===== config.mk =====
export PLATFORM = sky130hd
export DESIGN_NAME = source_lexer_dfa_flat
export DESIGN_NICKNAME = d
export VERILOG_FILES = /design/src/design/slx_pkg.sv /design/src/design/slx_if.sv /design/src/design/slx_front.sv /design/src/design/slx_queue.sv /design/src/design/slx_back.sv /design/src/design/source_lexer_dfa.sv /design/src/flat_wrapper.sv
export SDC_FILE = /design/constraint.sdc
export NUM_CORES = 1
export LEC_CHECK = 0
export BUFFER_PORTS_ARGS = -buffer_cell sky130_fd_sc_hd__buf_4
export CAP_MARGIN = 15
export CORE_UTILIZATION = 60
export CTS_BUF_LIST = sky130_fd_sc_hd__clkbuf_8
export DETAILED_ROUTE_END_ITERATION = 12
export PLACE_DENSITY = 0.76
export SETUP_SLACK_MARGIN = 0.2
export SYNTH_ARGS = -nofsm -noshare
export SYNTH_HDL_FRONTEND = slang
export SYNTH_SLANG_ARGS = --single-unit

===== constraint.sdc =====
create_clock -name clk_i -period 12.85 [get_ports clk_i]
set_input_delay 2.57 -clock clk_i [delete_from_list [all_inputs] [get_ports clk_i]]
set_output_delay 2.57 -clock clk_i [all_outputs]
set_load 0.02 [all_outputs]

===== src/design/slx_pkg.sv =====
`timescale 1ns / 1ps
// ----------------------------------------------------------------------------
// slx_pkg: shared types and tables for the source lexer
// Result records, lexer states, word tables and character classes.
// ----------------------------------------------------------------------------
package slx_pkg;

  localparam int IntegerBitsDef  = 64;
  localparam int MaxHexDigitsDef = 7;
  localparam int QueueDepth      = 4;
  localparam int NumWords        = 14;

  localparam logic [4:0] KindString   = 5'd0;
  localparam logic [4:0] KindOperator = 5'd1;
  localparam logic [4:0] KindOpenPar  = 5'd2;
  localparam logic [4:0] KindClosePar = 5'd3;
  localparam logic [4:0] KindOpenBr   = 5'd4;
  localparam logic [4:0] KindCloseBr  = 5'd5;
  localparam logic [4:0] KindColon    = 5'd6;
  localparam logic [4:0] KindComma    = 5'd7;
  localparam logic [4:0] KindAssign   = 5'd8;
  localparam logic [4:0] KindCompare  = 5'd9;
  localparam logic [4:0] KindBang     = 5'd10;
  localparam logic [4:0] KindKeyword  = 5'd11;
  localparam logic [4:0] KindType     = 5'd12;
  localparam logic [4:0] KindIdent    = 5'd13;
  localparam logic [4:0] KindInteger  = 5'd14;
  localparam logic [4:0] KindDouble   = 5'd15;
  localparam logic [4:0] KindArrow    = 5'd16;
  localparam logic [4:0] KindNewline  = 5'd17;
  localparam logic [4:0] KindUnder    = 5'd18;

  localparam logic [2:0] ErrNone     = 3'd0;
  localparam logic [2:0] ErrUnknown  = 3'd1;
  localparam logic [2:0] ErrType     = 3'd2;
  localparam logic [2:0] ErrOverflow = 3'd3;
  localparam logic [2:0] ErrEscape   = 3'd4;

  localparam logic [2:0] EscIdle  = 3'd0;
  localparam logic [2:0] EscSlash = 3'd1;
  localparam logic [2:0] EscU     = 3'd2;
  localparam logic [2:0] EscHex   = 3'd3;

  typedef enum logic [4:0] {
    S_START, S_STR_OPEN, S_STR_BODY, S_STR_EMPTY, S_ML_OPEN, S_ML_BODY, S_ML_NL,
    S_ML_Q1, S_ML_Q2, S_SLASH, S_LINE_CMT, S_BLK, S_BLK_STAR, S_QMARK, S_ASSIGN,
    S_CMP, S_BANG, S_IDENT, S_UNDER, S_IDTYPE, S_INT, S_DBL_DOT, S_DBL, S_EXP,
    S_EXP_SIGN, S_EXP_DIG, S_DASH, S_DONE
  } lex_state_e;

  typedef struct packed {
    logic       has_byte;
    logic [7:0] content_byte;
    logic       token_end;
    logic [4:0] token_kind;
    logic [2:0] error_code;
    logic       input_done;
  } res_t;

  typedef struct packed {
    logic [1:0] cnt;
    res_t       r1;
    res_t       r0;
  } rbuf_t;

  localparam logic [NumWords-1:0][63:0] WordTab = {
    64'("String?"), 64'("String"), 64'("Int?"), 64'("Int"), 64'("Double?"),
    64'("Double"), 64'("while"), 64'("var"), 64'("return"), 64'("nil"),
    64'("let"), 64'("if"), 64'("func"), 64'("else")
  };
  localparam logic [NumWords-1:0][3:0] WordLen = {
    4'd7, 4'd6, 4'd4, 4'd3, 4'd7, 4'd6, 4'd5, 4'd3, 4'd6, 4'd3, 4'd3, 4'd2,
    4'd4, 4'd4
  };

  function automatic res_t mk_res(logic h, logic [7:0] b, logic te, logic [4:0] k,
                                  logic [2:0] e, logic d);
    res_t r;
    r.has_byte     = h;
    r.content_byte = b;
    r.token_end    = te;
    r.token_kind   = k;
    r.error_code   = e;
    r.input_done   = d;
    return r;
  endfunction

  function automatic rbuf_t push(rbuf_t b, res_t x);
    rbuf_t o;
    o = b;
    if (b.cnt == 2'd0) begin
      o.r0  = x;
      o.cnt = 2'd1;
    end else if (b.cnt == 2'd1) begin
      o.r1  = x;
      o.cnt = 2'd2;
    end
    return o;
  endfunction

  function automatic logic is_digit(logic [7:0] c);
    return c >= "0" && c <= "9";
  endfunction

  function automatic logic is_alpha(logic [7:0] c);
    return (c >= "a" && c <= "z") || (c >= "A" && c <= "Z");
  endfunction

  function automatic logic is_word(logic [7:0] c);
    return is_digit(c) || is_alpha(c) || c == "_";
  endfunction

  function automatic logic is_space(logic [7:0] c);
    return c == " " || (c >= 8'd9 && c <= 8'd13);
  endfunction

  function automatic logic [4:0] hex_of(logic [7:0] c);
    logic [4:0] h;
    h = 5'd0;
    if (is_digit(c)) h = {1'b1, 4'(c - "0")};
    else if (c >= "a" && c <= "f") h = {1'b1, 4'(c - "a" + 8'd10)};
    else if (c >= "A" && c <= "F") h = {1'b1, 4'(c - "A" + 8'd10)};
    return h;
  endfunction

  function automatic logic [NumWords-1:0] match_mask(logic [NumWords-1:0] m,
                                                     logic [3:0] p, logic [7:0] c);
    logic [NumWords-1:0] o;
    logic [3:0]          sh;
    o = m;
    for (int i = 0; i < NumWords; i++) begin
      sh = WordLen[i] - 4'd1 - p;
      if (!(p < WordLen[i] && WordTab[i][{sh[2:0], 3'b000} +: 8] == c)) o[i] = 1'b0;
    end
    return o;
  endfunction

  function automatic logic [NumWords-1:0] complete_words(logic [NumWords-1:0] m,
                                                         logic [3:0] p);
    logic [NumWords-1:0] o;
    for (int i = 0; i < NumWords; i++) o[i] = m[i] && WordLen[i] == p;
    return o;
  endfunction

endpackage


===== src/design/slx_if.sv =====
`timescale 1ns / 1ps
// ----------------------------------------------------------------------------
// slx_in_if / slx_out_if: lexer channels
// Valid/ready channels for source bytes and lexer results.
// ----------------------------------------------------------------------------
interface slx_in_if;
  logic       valid;
  logic       ready;
  logic [7:0] char_byte;
  logic       end_of_input;
  modport source (output valid, char_byte, end_of_input, input ready);
  modport sink (input valid, char_byte, end_of_input, output ready);
endinterface

interface slx_out_if;
  logic       valid;
  logic       ready;
  logic       has_byte;
  logic [7:0] content_byte;
  logic       token_end;
  logic [4:0] token_kind;
  logic [2:0] error_code;
  logic       input_done;
  logic       last_of_run;
  modport source (output valid, has_byte, content_byte, token_end, token_kind,
                  error_code, input_done, last_of_run, input ready);
  modport sink (input valid, has_byte, content_byte, token_end, token_kind,
                error_code, input_done, last_of_run, output ready);
endinterface


===== src/design/slx_front.sv =====
`timescale 1ns / 1ps
// ----------------------------------------------------------------------------
// slx_front: lexer state machine
// Classifies each source byte and builds the result records it causes.
// ----------------------------------------------------------------------------
module slx_front
  import slx_pkg::*;
#(
  parameter int IntegerBits  = IntegerBitsDef,
  parameter int MaxHexDigits = MaxHexDigitsDef
) (
  input  logic       clk_i,
  input  logic       rst_ni,
  input  logic       take_i,
  input  logic [7:0] char_byte_i,
  input  logic       end_of_input_i,
  output rbuf_t      res_o
);

  localparam logic [IntegerBits+3:0] MaxVal = (IntegerBits+4)'({(IntegerBits-1){1'b1}});

  lex_state_e            st_q, st_d;
  logic [4:0]            kind_q, kind_d;
  logic [NumWords-1:0]   mask_q, mask_d;
  logic [3:0]            pos_q, pos_d;
  logic [IntegerBits-1:0] ival_q, ival_d;
  logic                  ovf_q, ovf_d;
  logic [2:0]            esc_q, esc_d;
  logic [8:0]            hex_q, hex_d;
  logic [2:0]            hcnt_q, hcnt_d;
  logic                  hnl_q, hnl_d;
  logic [2:0]            err_q, err_d;

  always_comb begin
    rbuf_t               rb;
    logic [7:0]          c;
    logic                eof, fc, endtok, dostart, mw, ad, emit;
    logic [4:0]          hx;
    logic [12:0]         hsum;
    logic [IntegerBits+3:0] isum;
    logic [NumWords-1:0] w;
    rb      = '0;
    eof     = end_of_input_i;
    c       = eof ? 8'd0 : char_byte_i;
    fc      = 1'b0;
    endtok  = 1'b0;
    dostart = 1'b0;
    mw      = 1'b0;
    ad      = 1'b0;
    emit    = 1'b0;
    hx      = 5'd0;
    hsum    = 13'd0;
    isum    = '0;
    w       = '0;
    st_d    = st_q;
    kind_d  = kind_q;
    mask_d  = mask_q;
    pos_d   = pos_q;
    ival_d  = ival_q;
    ovf_d   = ovf_q;
    esc_d   = esc_q;
    hex_d   = hex_q;
    hcnt_d  = hcnt_q;
    hnl_d   = hnl_q;
    err_d   = err_q;
    if (err_q != ErrNone) begin
      rb = push(rb, mk_res(1'b0, 8'd0, 1'b0, 5'd0, err_q, 1'b0));
    end else begin
      case (st_q)
        S_DONE, S_IDTYPE: endtok = 1'b1;
        S_STR_OPEN, S_STR_BODY: begin
          if (eof) begin
            err_d = ErrUnknown;
          end else if (esc_q == EscSlash) begin
            fc = 1'b1; st_d = S_STR_BODY;
          end else if (c <= 8'd31) begin
            err_d = ErrUnknown;
          end else if (esc_q >= EscU) begin
            fc = 1'b1;
          end else if (c == "\"") begin
            if (st_q == S_STR_OPEN) st_d = S_STR_EMPTY;
            else begin
              st_d = S_DONE; kind_d = KindString;
            end
          end else begin
            fc = 1'b1; st_d = S_STR_BODY;
          end
        end
        S_STR_EMPTY: begin
          if (!eof && c == "\"") st_d = S_ML_OPEN;
          else endtok = 1'b1;
        end
        S_ML_OPEN: begin
          if (!eof && c == 8'd10) st_d = S_ML_BODY;
          else err_d = ErrUnknown;
        end
        S_ML_BODY: begin
          if (eof) err_d = ErrUnknown;
          else if (c == 8'd10) begin
            if (esc_q != EscIdle) err_d = ErrEscape;
            else begin
              hnl_d = 1'b1; st_d = S_ML_NL;
            end
          end else if (c <= 8'd31) err_d = ErrUnknown;
          else fc = 1'b1;
        end
        S_ML_NL: begin
          if (eof) err_d = ErrUnknown;
          else if (c == "\"") begin
            hnl_d = 1'b0; st_d = S_ML_Q1;
          end else if (c == 8'd10) begin
            rb = push(rb, mk_res(1'b1, 8'd10, 1'b0, 5'd0, ErrNone, 1'b0));
          end else begin
            rb = push(rb, mk_res(1'b1, 8'd10, 1'b0, 5'd0, ErrNone, 1'b0));
            hnl_d = 1'b0; st_d = S_ML_BODY; fc = 1'b1;
          end
        end
        S_ML_Q1, S_ML_Q2: begin
          if (!eof && c == "\"") begin
            if (st_q == S_ML_Q1) st_d = S_ML_Q2;
            else begin
              st_d = S_DONE; kind_d = KindString;
            end
          end else err_d = ErrUnknown;
        end
        S_SLASH: begin
          if (!eof && c == "/") st_d = S_LINE_CMT;
          else if (!eof && c == "*") st_d = S_BLK;
          else endtok = 1'b1;
        end
        S_LINE_CMT: endtok = eof || c == 8'd10;
        S_BLK: begin
          if (eof) err_d = ErrUnknown;
          else if (c == "*") st_d = S_BLK_STAR;
        end
        S_BLK_STAR: begin
          if (eof) err_d = ErrUnknown;
          else if (c == "/") begin
            st_d = S_START; mask_d = '1; pos_d = '0; ival_d = '0; ovf_d = 1'b0;
            esc_d = EscIdle; hex_d = '0; hcnt_d = '0; hnl_d = 1'b0;
          end else st_d = S_BLK;
        end
        S_QMARK: begin
          if (!eof && c == "?") begin
            emit = 1'b1; st_d = S_DONE; kind_d = KindOperator;
          end else err_d = ErrUnknown;
        end
        S_ASSIGN, S_CMP, S_BANG: begin
          if (!eof && c == "=") begin
            emit = 1'b1; st_d = S_DONE; kind_d = KindCompare;
          end else endtok = 1'b1;
        end
        S_IDENT, S_UNDER: begin
          if (!eof && is_word(c)) begin
            mw = 1'b1; emit = 1'b1; st_d = S_IDENT;
          end else if (st_q == S_IDENT && !eof && c == "?") begin
            mw = 1'b1; emit = 1'b1; st_d = S_IDTYPE;
          end else endtok = 1'b1;
        end
        S_INT: begin
          if (eof) endtok = 1'b1;
          else if (is_digit(c)) begin
            ad = 1'b1; emit = 1'b1;
          end else if (c == ".") begin
            emit = 1'b1; st_d = S_DBL_DOT;
          end else if (c == "e" || c == "E") begin
            emit = 1'b1; st_d = S_EXP;
          end else endtok = 1'b1;
        end
        S_DBL_DOT, S_EXP_SIGN: begin
          if (!eof && is_digit(c)) begin
            emit = 1'b1; st_d = (st_q == S_DBL_DOT) ? S_DBL : S_EXP_DIG;
          end else err_d = ErrUnknown;
        end
        S_DBL: begin
          if (eof) endtok = 1'b1;
          else if (is_digit(c)) emit = 1'b1;
          else if (c == "e" || c == "E") begin
            emit = 1'b1; st_d = S_EXP;
          end else endtok = 1'b1;
        end
        S_EXP: begin
          if (!eof && (c == "+" || c == "-")) begin
            emit = 1'b1; st_d = S_EXP_SIGN;
          end else if (!eof && is_digit(c)) begin
            emit = 1'b1; st_d = S_EXP_DIG;
          end else err_d = ErrUnknown;
        end
        S_EXP_DIG: begin
          if (!eof && is_digit(c)) emit = 1'b1;
          else endtok = 1'b1;
        end
        S_DASH: begin
          if (!eof && c == ">") begin
            emit = 1'b1; st_d = S_DONE; kind_d = KindArrow;
          end else endtok = 1'b1;
        end
        default: dostart = 1'b1;
      endcase

      if (err_d != ErrNone) begin
        rb = push(rb, mk_res(1'b0, 8'd0, 1'b0, 5'd0, err_d, 1'b0));
      end
      if (emit) rb = push(rb, mk_res(1'b1, c, 1'b0, 5'd0, ErrNone, 1'b0));

      // string content with escape decoding
      if (fc) begin
        hx = hex_of(c);
        hsum = {hex_q, 4'd0} + 13'(hx[3:0]);
        case (esc_q)
          EscIdle: begin
            if (c == "\\") esc_d = EscSlash;
            else rb = push(rb, mk_res(1'b1, c, 1'b0, 5'd0, ErrNone, 1'b0));
          end
          EscSlash: begin
            esc_d = EscIdle;
            if (c == "n") rb = push(rb, mk_res(1'b1, 8'd10, 1'b0, 5'd0, ErrNone, 1'b0));
            else if (c == "t") rb = push(rb, mk_res(1'b1, 8'd9, 1'b0, 5'd0, ErrNone, 1'b0));
            else if (c == "\"" || c == "\\")
              rb = push(rb, mk_res(1'b1, c, 1'b0, 5'd0, ErrNone, 1'b0));
            else if (c == "u") esc_d = EscU;
            else err_d = ErrEscape;
          end
          EscU: begin
            if (c == "{") begin
              esc_d = EscHex; hex_d = '0; hcnt_d = '0;
            end else err_d = ErrEscape;
          end
          EscHex: begin
            if (hx[4]) begin
              if (hcnt_q >= 3'(MaxHexDigits)) err_d = ErrEscape;
              else begin
                hex_d  = (hsum > 13'd256) ? 9'd256 : hsum[8:0];
                hcnt_d = hcnt_q + 3'd1;
              end
            end else if (c == "}") begin
              if (hcnt_q == 3'd0 || hex_q > 9'd255) err_d = ErrEscape;
              else begin
                rb = push(rb, mk_res(1'b1, hex_q[7:0], 1'b0, 5'd0, ErrNone, 1'b0));
                esc_d = EscIdle;
              end
            end else err_d = ErrEscape;
          end
          default: err_d = ErrEscape;
        endcase
        if (err_d != ErrNone) begin
          rb = push(rb, mk_res(1'b0, 8'd0, 1'b0, 5'd0, err_d, 1'b0));
        end
      end

      if (endtok) begin
        w = complete_words(mask_q, pos_q);
        case (st_q)
          S_DONE: rb = push(rb, mk_res(1'b0, 8'd0, 1'b1, kind_q, ErrNone, 1'b0));
          S_STR_EMPTY: rb = push(rb, mk_res(1'b0, 8'd0, 1'b1, KindString, ErrNone, 1'b0));
          S_SLASH: rb = push(rb, mk_res(1'b1, "/", 1'b1, KindOperator, ErrNone, 1'b0));
          S_ASSIGN: rb = push(rb, mk_res(1'b0, 8'd0, 1'b1, KindAssign, ErrNone, 1'b0));
          S_CMP: rb = push(rb, mk_res(1'b0, 8'd0, 1'b1, KindCompare, ErrNone, 1'b0));
          S_BANG: rb = push(rb, mk_res(1'b0, 8'd0, 1'b1, KindBang, ErrNone, 1'b0));
          S_DASH: rb = push(rb, mk_res(1'b0, 8'd0, 1'b1, KindOperator, ErrNone, 1'b0));
          S_UNDER: rb = push(rb, mk_res(1'b0, 8'd0, 1'b1, KindUnder, ErrNone, 1'b0));
          S_IDENT: begin
            rb = push(rb, mk_res(1'b0, 8'd0, 1'b1,
                                 (w[7:0] != '0) ? KindKeyword :
                                 ((w[13:8] != '0) ? KindType : KindIdent),
                                 ErrNone, 1'b0));
          end
          S_IDTYPE: begin
            if (w[13:8] != '0)
              rb = push(rb, mk_res(1'b0, 8'd0, 1'b1, KindType, ErrNone, 1'b0));
            else begin
              err_d = ErrType;
              rb = push(rb, mk_res(1'b0, 8'd0, 1'b0, 5'd0, ErrType, 1'b0));
            end
          end
          S_INT: begin
            if (ovf_q) begin
              err_d = ErrOverflow;
              rb = push(rb, mk_res(1'b0, 8'd0, 1'b0, 5'd0, ErrOverflow, 1'b0));
            end else rb = push(rb, mk_res(1'b0, 8'd0, 1'b1, KindInteger, ErrNone, 1'b0));
          end
          S_DBL, S_EXP_DIG:
            rb = push(rb, mk_res(1'b0, 8'd0, 1'b1, KindDouble, ErrNone, 1'b0));
          default: ;
        endcase
        st_d = S_START; mask_d = '1; pos_d = '0; ival_d = '0; ovf_d = 1'b0;
        esc_d = EscIdle; hex_d = '0; hcnt_d = '0; hnl_d = 1'b0;
        dostart = (err_d == ErrNone);
      end

      if (dostart) begin
        st_d = S_START;
        if (eof) begin
          mask_d = '1; pos_d = '0; ival_d = '0; ovf_d = 1'b0;
          esc_d = EscIdle; hex_d = '0; hcnt_d = '0; hnl_d = 1'b0;
          rb = push(rb, mk_res(1'b0, 8'd0, 1'b0, 5'd0, ErrNone, 1'b1));
        end else begin
          emit = 1'b1;
          case (c)
            "\"": begin emit = 1'b0; st_d = S_STR_OPEN; end
            "/": begin emit = 1'b0; st_d = S_SLASH; end
            8'd10: begin emit = 1'b0; st_d = S_DONE; kind_d = KindNewline; end
            "?": st_d = S_QMARK;
            "(": begin st_d = S_DONE; kind_d = KindOpenPar; end
            ")": begin st_d = S_DONE; kind_d = KindClosePar; end
            "{": begin st_d = S_DONE; kind_d = KindOpenBr; end
            "}": begin st_d = S_DONE; kind_d = KindCloseBr; end
            ":": begin st_d = S_DONE; kind_d = KindColon; end
            ",": begin st_d = S_DONE; kind_d = KindComma; end
            "*", "+": begin st_d = S_DONE; kind_d = KindOperator; end
            "=": st_d = S_ASSIGN;
            "<", ">": st_d = S_CMP;
            "!": st_d = S_BANG;
            "-": st_d = S_DASH;
            "_": begin mw = 1'b1; st_d = S_UNDER; end
            default: begin
              if (is_alpha(c)) begin
                mw = 1'b1; st_d = S_IDENT;
              end else if (is_digit(c)) begin
                ad = 1'b1; st_d = S_INT;
              end else if (is_space(c)) begin
                emit = 1'b0;
              end else begin
                emit = 1'b0; err_d = ErrUnknown;
                rb = push(rb, mk_res(1'b0, 8'd0, 1'b0, 5'd0, ErrUnknown, 1'b0));
              end
            end
          endcase
          if (emit) rb = push(rb, mk_res(1'b1, c, 1'b0, 5'd0, ErrNone, 1'b0));
        end
      end

      if (mw) begin
        mask_d = match_mask(mask_d, pos_d, c);
        if (pos_d != 4'd15) pos_d = pos_d + 4'd1;
      end
      if (ad && !ovf_d) begin
        isum = {1'b0, ival_d, 3'b000} + {3'b000, ival_d, 1'b0} + (IntegerBits+4)'(c - "0");
        if (isum > MaxVal) ovf_d = 1'b1;
        else ival_d = isum[IntegerBits-1:0];
      end
    end
    res_o = rb;
  end

  always_ff @(posedge clk_i or negedge rst_ni) begin
    if (!rst_ni) begin
      st_q   <= S_START;
      kind_q <= '0;
      mask_q <= '1;
      pos_q  <= '0;
      ival_q <= '0;
      ovf_q  <= 1'b0;
      esc_q  <= EscIdle;
      hex_q  <= '0;
      hcnt_q <= '0;
      hnl_q  <= 1'b0;
      err_q  <= ErrNone;
    end else if (take_i) begin
      st_q   <= st_d;
      kind_q <= kind_d;
      mask_q <= mask_d;
      pos_q  <= pos_d;
      ival_q <= ival_d;
      ovf_q  <= ovf_d;
      esc_q  <= esc_d;
      hex_q  <= hex_d;
      hcnt_q <= hcnt_d;
      hnl_q  <= hnl_d;
      err_q  <= err_d;
    end
  end

endmodule


===== src/design/slx_queue.sv =====
`timescale 1ns / 1ps
// ----------------------------------------------------------------------------
// slx_queue: result record queue
// Short queue of per-byte result groups between lexer and output stage.
// ----------------------------------------------------------------------------
module slx_queue
  import slx_pkg::*;
#(
  parameter int Depth = QueueDepth
) (
  input  logic  clk_i,
  input  logic  rst_ni,
  input  logic  push_i,
  input  rbuf_t data_i,
  output logic  full_o,
  input  logic  pop_i,
  output logic  empty_o,
  output rbuf_t head_o
);

  localparam int PtrW = (Depth > 1) ? $clog2(Depth) : 1;

  rbuf_t                mem_q [Depth];
  logic [PtrW-1:0]      wr_q, wr_d, rd_q, rd_d;
  logic [PtrW:0]        cnt_q, cnt_d;

  assign full_o  = cnt_q == (PtrW+1)'(Depth);
  assign empty_o = cnt_q == '0;
  assign head_o  = mem_q[rd_q];

  always_comb begin
    wr_d  = wr_q;
    rd_d  = rd_q;
    cnt_d = cnt_q;
    if (push_i) begin
      wr_d  = (wr_q == PtrW'(Depth - 1)) ? '0 : wr_q + PtrW'(1);
      cnt_d = cnt_d + (PtrW+1)'(1);
    end
    if (pop_i) begin
      rd_d  = (rd_q == PtrW'(Depth - 1)) ? '0 : rd_q + PtrW'(1);
      cnt_d = cnt_d - (PtrW+1)'(1);
    end
  end

  always_ff @(posedge clk_i or negedge rst_ni) begin
    if (!rst_ni) begin
      wr_q  <= '0;
      rd_q  <= '0;
      cnt_q <= '0;
    end else begin
      wr_q  <= wr_d;
      rd_q  <= rd_d;
      cnt_q <= cnt_d;
    end
  end

  always_ff @(posedge clk_i) begin
    if (push_i) mem_q[wr_q] <= data_i;
  end

endmodule


===== src/design/slx_back.sv =====
`timescale 1ns / 1ps
// ----------------------------------------------------------------------------
// slx_back: result sender
// Sends the one or two results of each queued group, marking the last.
// ----------------------------------------------------------------------------
module slx_back
  import slx_pkg::*;
(
  input  logic  clk_i,
  input  logic  rst_ni,
  input  logic  empty_i,
  input  rbuf_t head_i,
  output logic  pop_o,
  slx_out_if.source out_o
);

  logic sel_q, sel_d;
  logic last;
  res_t cur;

  assign cur   = sel_q ? head_i.r1 : head_i.r0;
  assign last  = sel_q || head_i.cnt == 2'd1;
  assign pop_o = out_o.valid && out_o.ready && last;

  assign out_o.valid        = !empty_i;
  assign out_o.has_byte     = cur.has_byte;
  assign out_o.content_byte = cur.content_byte;
  assign out_o.token_end    = cur.token_end;
  assign out_o.token_kind   = cur.token_kind;
  assign out_o.error_code   = cur.error_code;
  assign out_o.input_done   = cur.input_done;
  assign out_o.last_of_run  = last;

  always_comb begin
    sel_d = sel_q;
    if (out_o.valid && out_o.ready) sel_d = !last;
  end

  always_ff @(posedge clk_i or negedge rst_ni) begin
    if (!rst_ni) sel_q <= 1'b0;
    else sel_q <= sel_d;
  end

endmodule


===== src/design/source_lexer_dfa.sv =====
`timescale 1ns / 1ps
// ----------------------------------------------------------------------------
// source_lexer_dfa: streaming source lexer
// Lexer state machine feeding a result queue and an output sender.
//
//   channel  dir  payload
//   in_i     in   char_byte, end_of_input
//   out_o    out  has_byte, content_byte, token_end, token_kind, error_code,
//                 input_done, last_of_run
//
// One byte per cycle is taken while the result queue has room.
// A byte causing two results is sent as two output transfers, the second marked last_of_run.
// Reset returns the lexer to its start state and empties the queue.
// Output stalls fill the queue, then hold off input.
// ----------------------------------------------------------------------------
module source_lexer_dfa
  import slx_pkg::*;
#(
  parameter int IntegerBits  = IntegerBitsDef,
  parameter int MaxHexDigits = MaxHexDigitsDef
) (
  input  logic       clk_i,
  input  logic       rst_ni,
  slx_in_if.sink     in_i,
  slx_out_if.source  out_o
);

  rbuf_t res, head;
  logic  full, empty, pop, take;

  assign in_i.ready = !full;
  assign take       = in_i.valid && !full;

  slx_front #(
    .IntegerBits  (IntegerBits),
    .MaxHexDigits (MaxHexDigits)
  ) u_front (
    .clk_i          (clk_i),
    .rst_ni         (rst_ni),
    .take_i         (take),
    .char_byte_i    (in_i.char_byte),
    .end_of_input_i (in_i.end_of_input),
    .res_o          (res)
  );

  slx_queue #(
    .Depth (QueueDepth)
  ) u_queue (
    .clk_i   (clk_i),
    .rst_ni  (rst_ni),
    .push_i  (take && res.cnt != 2'd0),
    .data_i  (res),
    .full_o  (full),
    .pop_i   (pop),
    .empty_o (empty),
    .head_o  (head)
  );

  slx_back u_back (
    .clk_i   (clk_i),
    .rst_ni  (rst_ni),
    .empty_i (empty),
    .head_i  (head),
    .pop_o   (pop),
    .out_o   (out_o)
  );

endmodule

===== src/flat_wrapper.sv =====
// flat-port wrapper written by rule: the top's interface ports become plain ports
module source_lexer_dfa_flat import slx_pkg::*;
#(
  parameter int IntegerBits  = IntegerBitsDef,
  parameter int MaxHexDigits = MaxHexDigitsDef
)
  (clk_i, rst_ni, in_i_valid, in_i_char_byte, in_i_end_of_input, in_i_ready, out_o_valid, out_o_has_byte, out_o_content_byte, out_o_token_end, out_o_token_kind, out_o_error_code, out_o_input_done, out_o_last_of_run, out_o_ready);
  slx_in_if in_i_i ();
  slx_out_if out_o_i ();
  input  logic clk_i;
  input  logic rst_ni;
  input wire logic [$bits(in_i_i.valid)-1:0] in_i_valid;
  input wire logic [$bits(in_i_i.char_byte)-1:0] in_i_char_byte;
  input wire logic [$bits(in_i_i.end_of_input)-1:0] in_i_end_of_input;
  output wire logic [$bits(in_i_i.ready)-1:0] in_i_ready;
  output wire logic [$bits(out_o_i.valid)-1:0] out_o_valid;
  output wire logic [$bits(out_o_i.has_byte)-1:0] out_o_has_byte;
  output wire logic [$bits(out_o_i.content_byte)-1:0] out_o_content_byte;
  output wire logic [$bits(out_o_i.token_end)-1:0] out_o_token_end;
  output wire logic [$bits(out_o_i.token_kind)-1:0] out_o_token_kind;
  output wire logic [$bits(out_o_i.error_code)-1:0] out_o_error_code;
  output wire logic [$bits(out_o_i.input_done)-1:0] out_o_input_done;
  output wire logic [$bits(out_o_i.last_of_run)-1:0] out_o_last_of_run;
  input wire logic [$bits(out_o_i.ready)-1:0] out_o_ready;
  assign in_i_i.valid = in_i_valid;
  assign in_i_i.char_byte = in_i_char_byte;
  assign in_i_i.end_of_input = in_i_end_of_input;
  assign in_i_ready = in_i_i.ready;
  assign out_o_valid = out_o_i.valid;
  assign out_o_has_byte = out_o_i.has_byte;
  assign out_o_content_byte = out_o_i.content_byte;
  assign out_o_token_end = out_o_i.token_end;
  assign out_o_token_kind = out_o_i.token_kind;
  assign out_o_error_code = out_o_i.error_code;
  assign out_o_input_done = out_o_i.input_done;
  assign out_o_last_of_run = out_o_i.last_of_run;
  assign out_o_i.ready = out_o_ready;
  source_lexer_dfa #(.IntegerBits(IntegerBits), .MaxHexDigits(MaxHexDigits)) u_core (.clk_i(clk_i), .rst_ni(rst_ni), .in_i(in_i_i), .out_o(out_o_i));
endmodule

==> impl_metrics.tcl <==
set metrics [dict create \
    drt-initial-drc-count 2152 \
    routed_wl_mm 74.3 \
    crit_top_cell "ha_1" \
    synth.yosys.warnings 0 \
    root_buffer "clkbuf_8" \
    viasPerCell 6.77 \
    fill_cells 3085 \
    drt_pre_antenna_iters 6 \
    switching_share 0.441 \
    start_util 0.609 \
    grt_pass1_wl_mm 116 \
    grt_pass1_vias 20200 \
    synth-edff-count 160 \
    synth_top_area_share 0.204 \
    fmax_mhz 84.2 \
    setup_viol 0 \
    dp_hpwl_mm 54.4 \
    htree_levels 2 \
    postCtsSetupRepairBufs 0 \
    p_seq_frac 0.286 \
    yosysSeqAreaShare 0.331 \
    power_frac_comb 0.522 \
    syn2layout_area_growth_pct 7.45 \
    path_class "input pin to flop" \
    die_h_um 200 \
    synthTopCellsByCount "nand2_1 (256), a21oi_1 (170), edfxtp_1 (160)" \
    numCtsBuffers 48 \
    die_w_um 200 \
    via_count 20500 \
    finalNonFillerCells 3035 \
    clock_sinks 279 \
    slew_violations 0 \
    period_share 0.924 \
    worst_pin_slew_ns 1.19 \
    pwr-share-clk 0.192 \
    yosys_register_bits 279 \
    cp_max_fo 28 \
    holdBufCountCts 0 \
    async_flop_share 0.427 \
    arrival_ns 12.20 \
    grt.total_usage 0.369 \
    drc 0 \
    clk_pin_slew_ns 0.06 \
    avgSynthCellArea_um2 9.46 \
    slowest_delay_ns 0.54 \
    synth.most_common_cell "nand2_1" \
    syn-num-nets 2690 \
    final_core_util 0.655 \
    final.setup_skew_ns 0.0477 \
    grt_overflow_total 0 \
    io_pins 35 \
    final_nets 2673 \
    hold_ws_ns 0.507 \
    synth-main-ff-cell "edfxtp_1" \
    status "complete, no violations" \
    netlist_area_mm2 0.0236 \
    grt_max_degree 74 \
    clock_latency_ns 0.66 \
    cts_tree "yes" \
    coreArea_mm2 0.0387 \
    dp_cells 2944 \
    slew_headroom 0.196 \
    start_kind "input pin" \
    hp-class "flop to flop" \
    io_buffers 34 \
    rsz0062_at_grt "false" \
    final_hold_viol_count 0 \
    synthCells 2494 \
    yosysTopAreaCell "edfxtp_1" \
    multi_input_area_mm2 0.0149 \
    power_density_mw_per_mm2 173 \
    p_leak_nw 10.5 \
    cts_resized 0 \
    wl_per_cell_um 24.5 \
    gp_congestion 1.02 \
    intPower_w 0.00246 \
    fin_area_mm2 0.0254 \
    required_ns 13.17 \
    rows 72 \
    p_sw_w 0.00194 \
    drive_gt1_frac 0.122 \
    cts_buffer_depth 3 \
    antenna_found_initial 0 \
    synth.distinct_cells 116 \
    cpMaxStageDelayCell "and2_2" \
    netlist_top_cells_area "edfxtp_1 (20%), dfrtp_1 (11%), ha_1 (6.4%), fa_1 (5.3%), nand2_1 (4.1%)" \
    maxCapViolations 0 \
    critPathCaptureType "flop" \
    die-area_mm2 0.0401 \
    setup-tns-final_ns 0 \
    place_area_mm2 0.0243 \
    ant_nets 0 \
    ir_drop_v 0.000136 \
    regArea_mm2 0.00780 \
    fin_crit_ns 11.88 \
]
per-stage QoR:
step / total power (W) / worst slack [ns]
5_1_grt: 0.00463 / 0.296
6_report: 0.00439 / 0.971
2_1_floorplan: 0.00282 / 0.369
3_3_place_gp: 0.00346 / 0.825
4_1_cts: 0.00435 / 1.20
3_5_place_dp: 0.00350 / 0.590
placed cells by master (no fill, tap or decap), drive strengths merged, types with 14 or more instances in the layout:
| cell | instances |
|---|---|
| nand2 | 257 |
| a21oi | 171 |
| edfxtp | 160 |
| nor2 | 156 |
| o21ai | 144 |
| ha | 120 |
| dfrtp | 105 |
| inv | 98 |
| and2 | 90 |
| buf | 82 |
| mux2i | 68 |
| xnor2 | 65 |
| fa | 63 |
| nor3 | 63 |
| nand3 | 62 |
| clkbuf | 58 |
| xor2 | 44 |
| a21o | 41 |
| mux4 | 38 |
| nand2b | 31 |
| a31oi | 31 |
| nand4 | 31 |
| a211oi | 30 |
| mux2 | 29 |
| nor2b | 28 |
| o21bai | 26 |
| and3 | 26 |
| a22oi | 20 |
| clkinv | 20 |
| o211ai | 19 |
| o21a | 16 |
| or2 | 16 |
| o31ai | 15 |
| a221oi | 15 |
| a22o | 14 |
| dfstp | 14 |
worst max-delay path: cells and delay by family:
kind            cells  cell delay (ns)
simple gates       13             2.85
fa+ha+maj           7             2.34
mux                 2             0.53
buf+inv             5             0.71
compound gates     14             3.12
registers in the layout (all words and copies together) (netlist names), 3 cells and up:
name / count
u_core.u_queue.mem_q: 160
u_core.u_front.ival_q: 64
u_core.u_front.mask_q: 14
u_core.u_front.hex_q: 9
u_core.u_front.kind_q: 5
u_core.u_front.st_q: 5
u_core.u_front.pos_q: 4
u_core.u_front.err_q: 3
u_core.u_front.esc_q: 3
u_core.u_front.hcnt_q: 3
u_core.u_queue.cnt_q: 3
layout make-up:
| type | instances | area share |
|---|---|---|
| clock inverter | 31 | 0.00790 |
| multi-input combinational | 1977 | 0.586 |
| clock buffer | 58 | 0.0315 |
| inverter | 89 | 0.0133 |
| antenna | 1 | 0.0000987 |
| sequential | 279 | 0.308 |
| timing repair buffer | 82 | 0.0277 |
| tap | 518 | 0.0256 |
final timing paths:
check,from,endpoint,slack [ns],depth (start not counted)
worst max-delay path,in_i_end_of_input,u_core.u_queue.mem_q[0][19],0.97,41
worst min-delay path,u_core.u_front.mask_q[9],u_core.u_front.mask_q[9],0.51,2
worst max register to register,u_core.u_front.esc_q[0],u_core.u_queue.mem_q[0][19],3.18,38
worst min register to register,u_core.u_front.mask_q[9],u_core.u_front.mask_q[9],0.51,2
max in group asynchronous,rst_ni,u_core.u_queue.rd_q[0],9.62,2
min in group asynchronous,rst_ni,u_core.u_front.ival_q[11],2.00,1
power by group through the flow:
stage	logic (W)	clock network, W	registers (W)
global route	0.00246	0.000893	0.00127
CTS	0.00223	0.000855	0.00127
detailed placement	0.00221	0	0.00128
finish	0.00229	0.000842	0.00126
floorplan	0.00161	0	0.00120
global placement	0.00220	0	0.00127
routing by layer:
metal | routed length, µm | up-vias | share of wire | global-route usage
met5 | 0 | - | 0 | 0
met4 | 3070 | 0 | 0.041 | 0.147
met3 | 6010 | 208 | 0.081 | 0.0639
met2 | 34600 | 1042 | 0.47 | 0.598
met1 | 30600 | 10000 | 0.41 | 0.494
li1 | - | 9271 | - | -
cells by family after synthesis:
| kind of cell | Yosys count | share of synthesized area |
|---|---|---|
| compound gates | 704 | 0.205 |
| simple gates | 845 | 0.186 |
| flops | 279 | 0.331 |
| mux | 135 | 0.0789 |
| xor+xnor | 110 | 0.0414 |
| buf+inv | 238 | 0.0408 |
| fa+ha+maj | 183 | 0.117 |
Note: power is estimated with default switching activity, not from simulation.
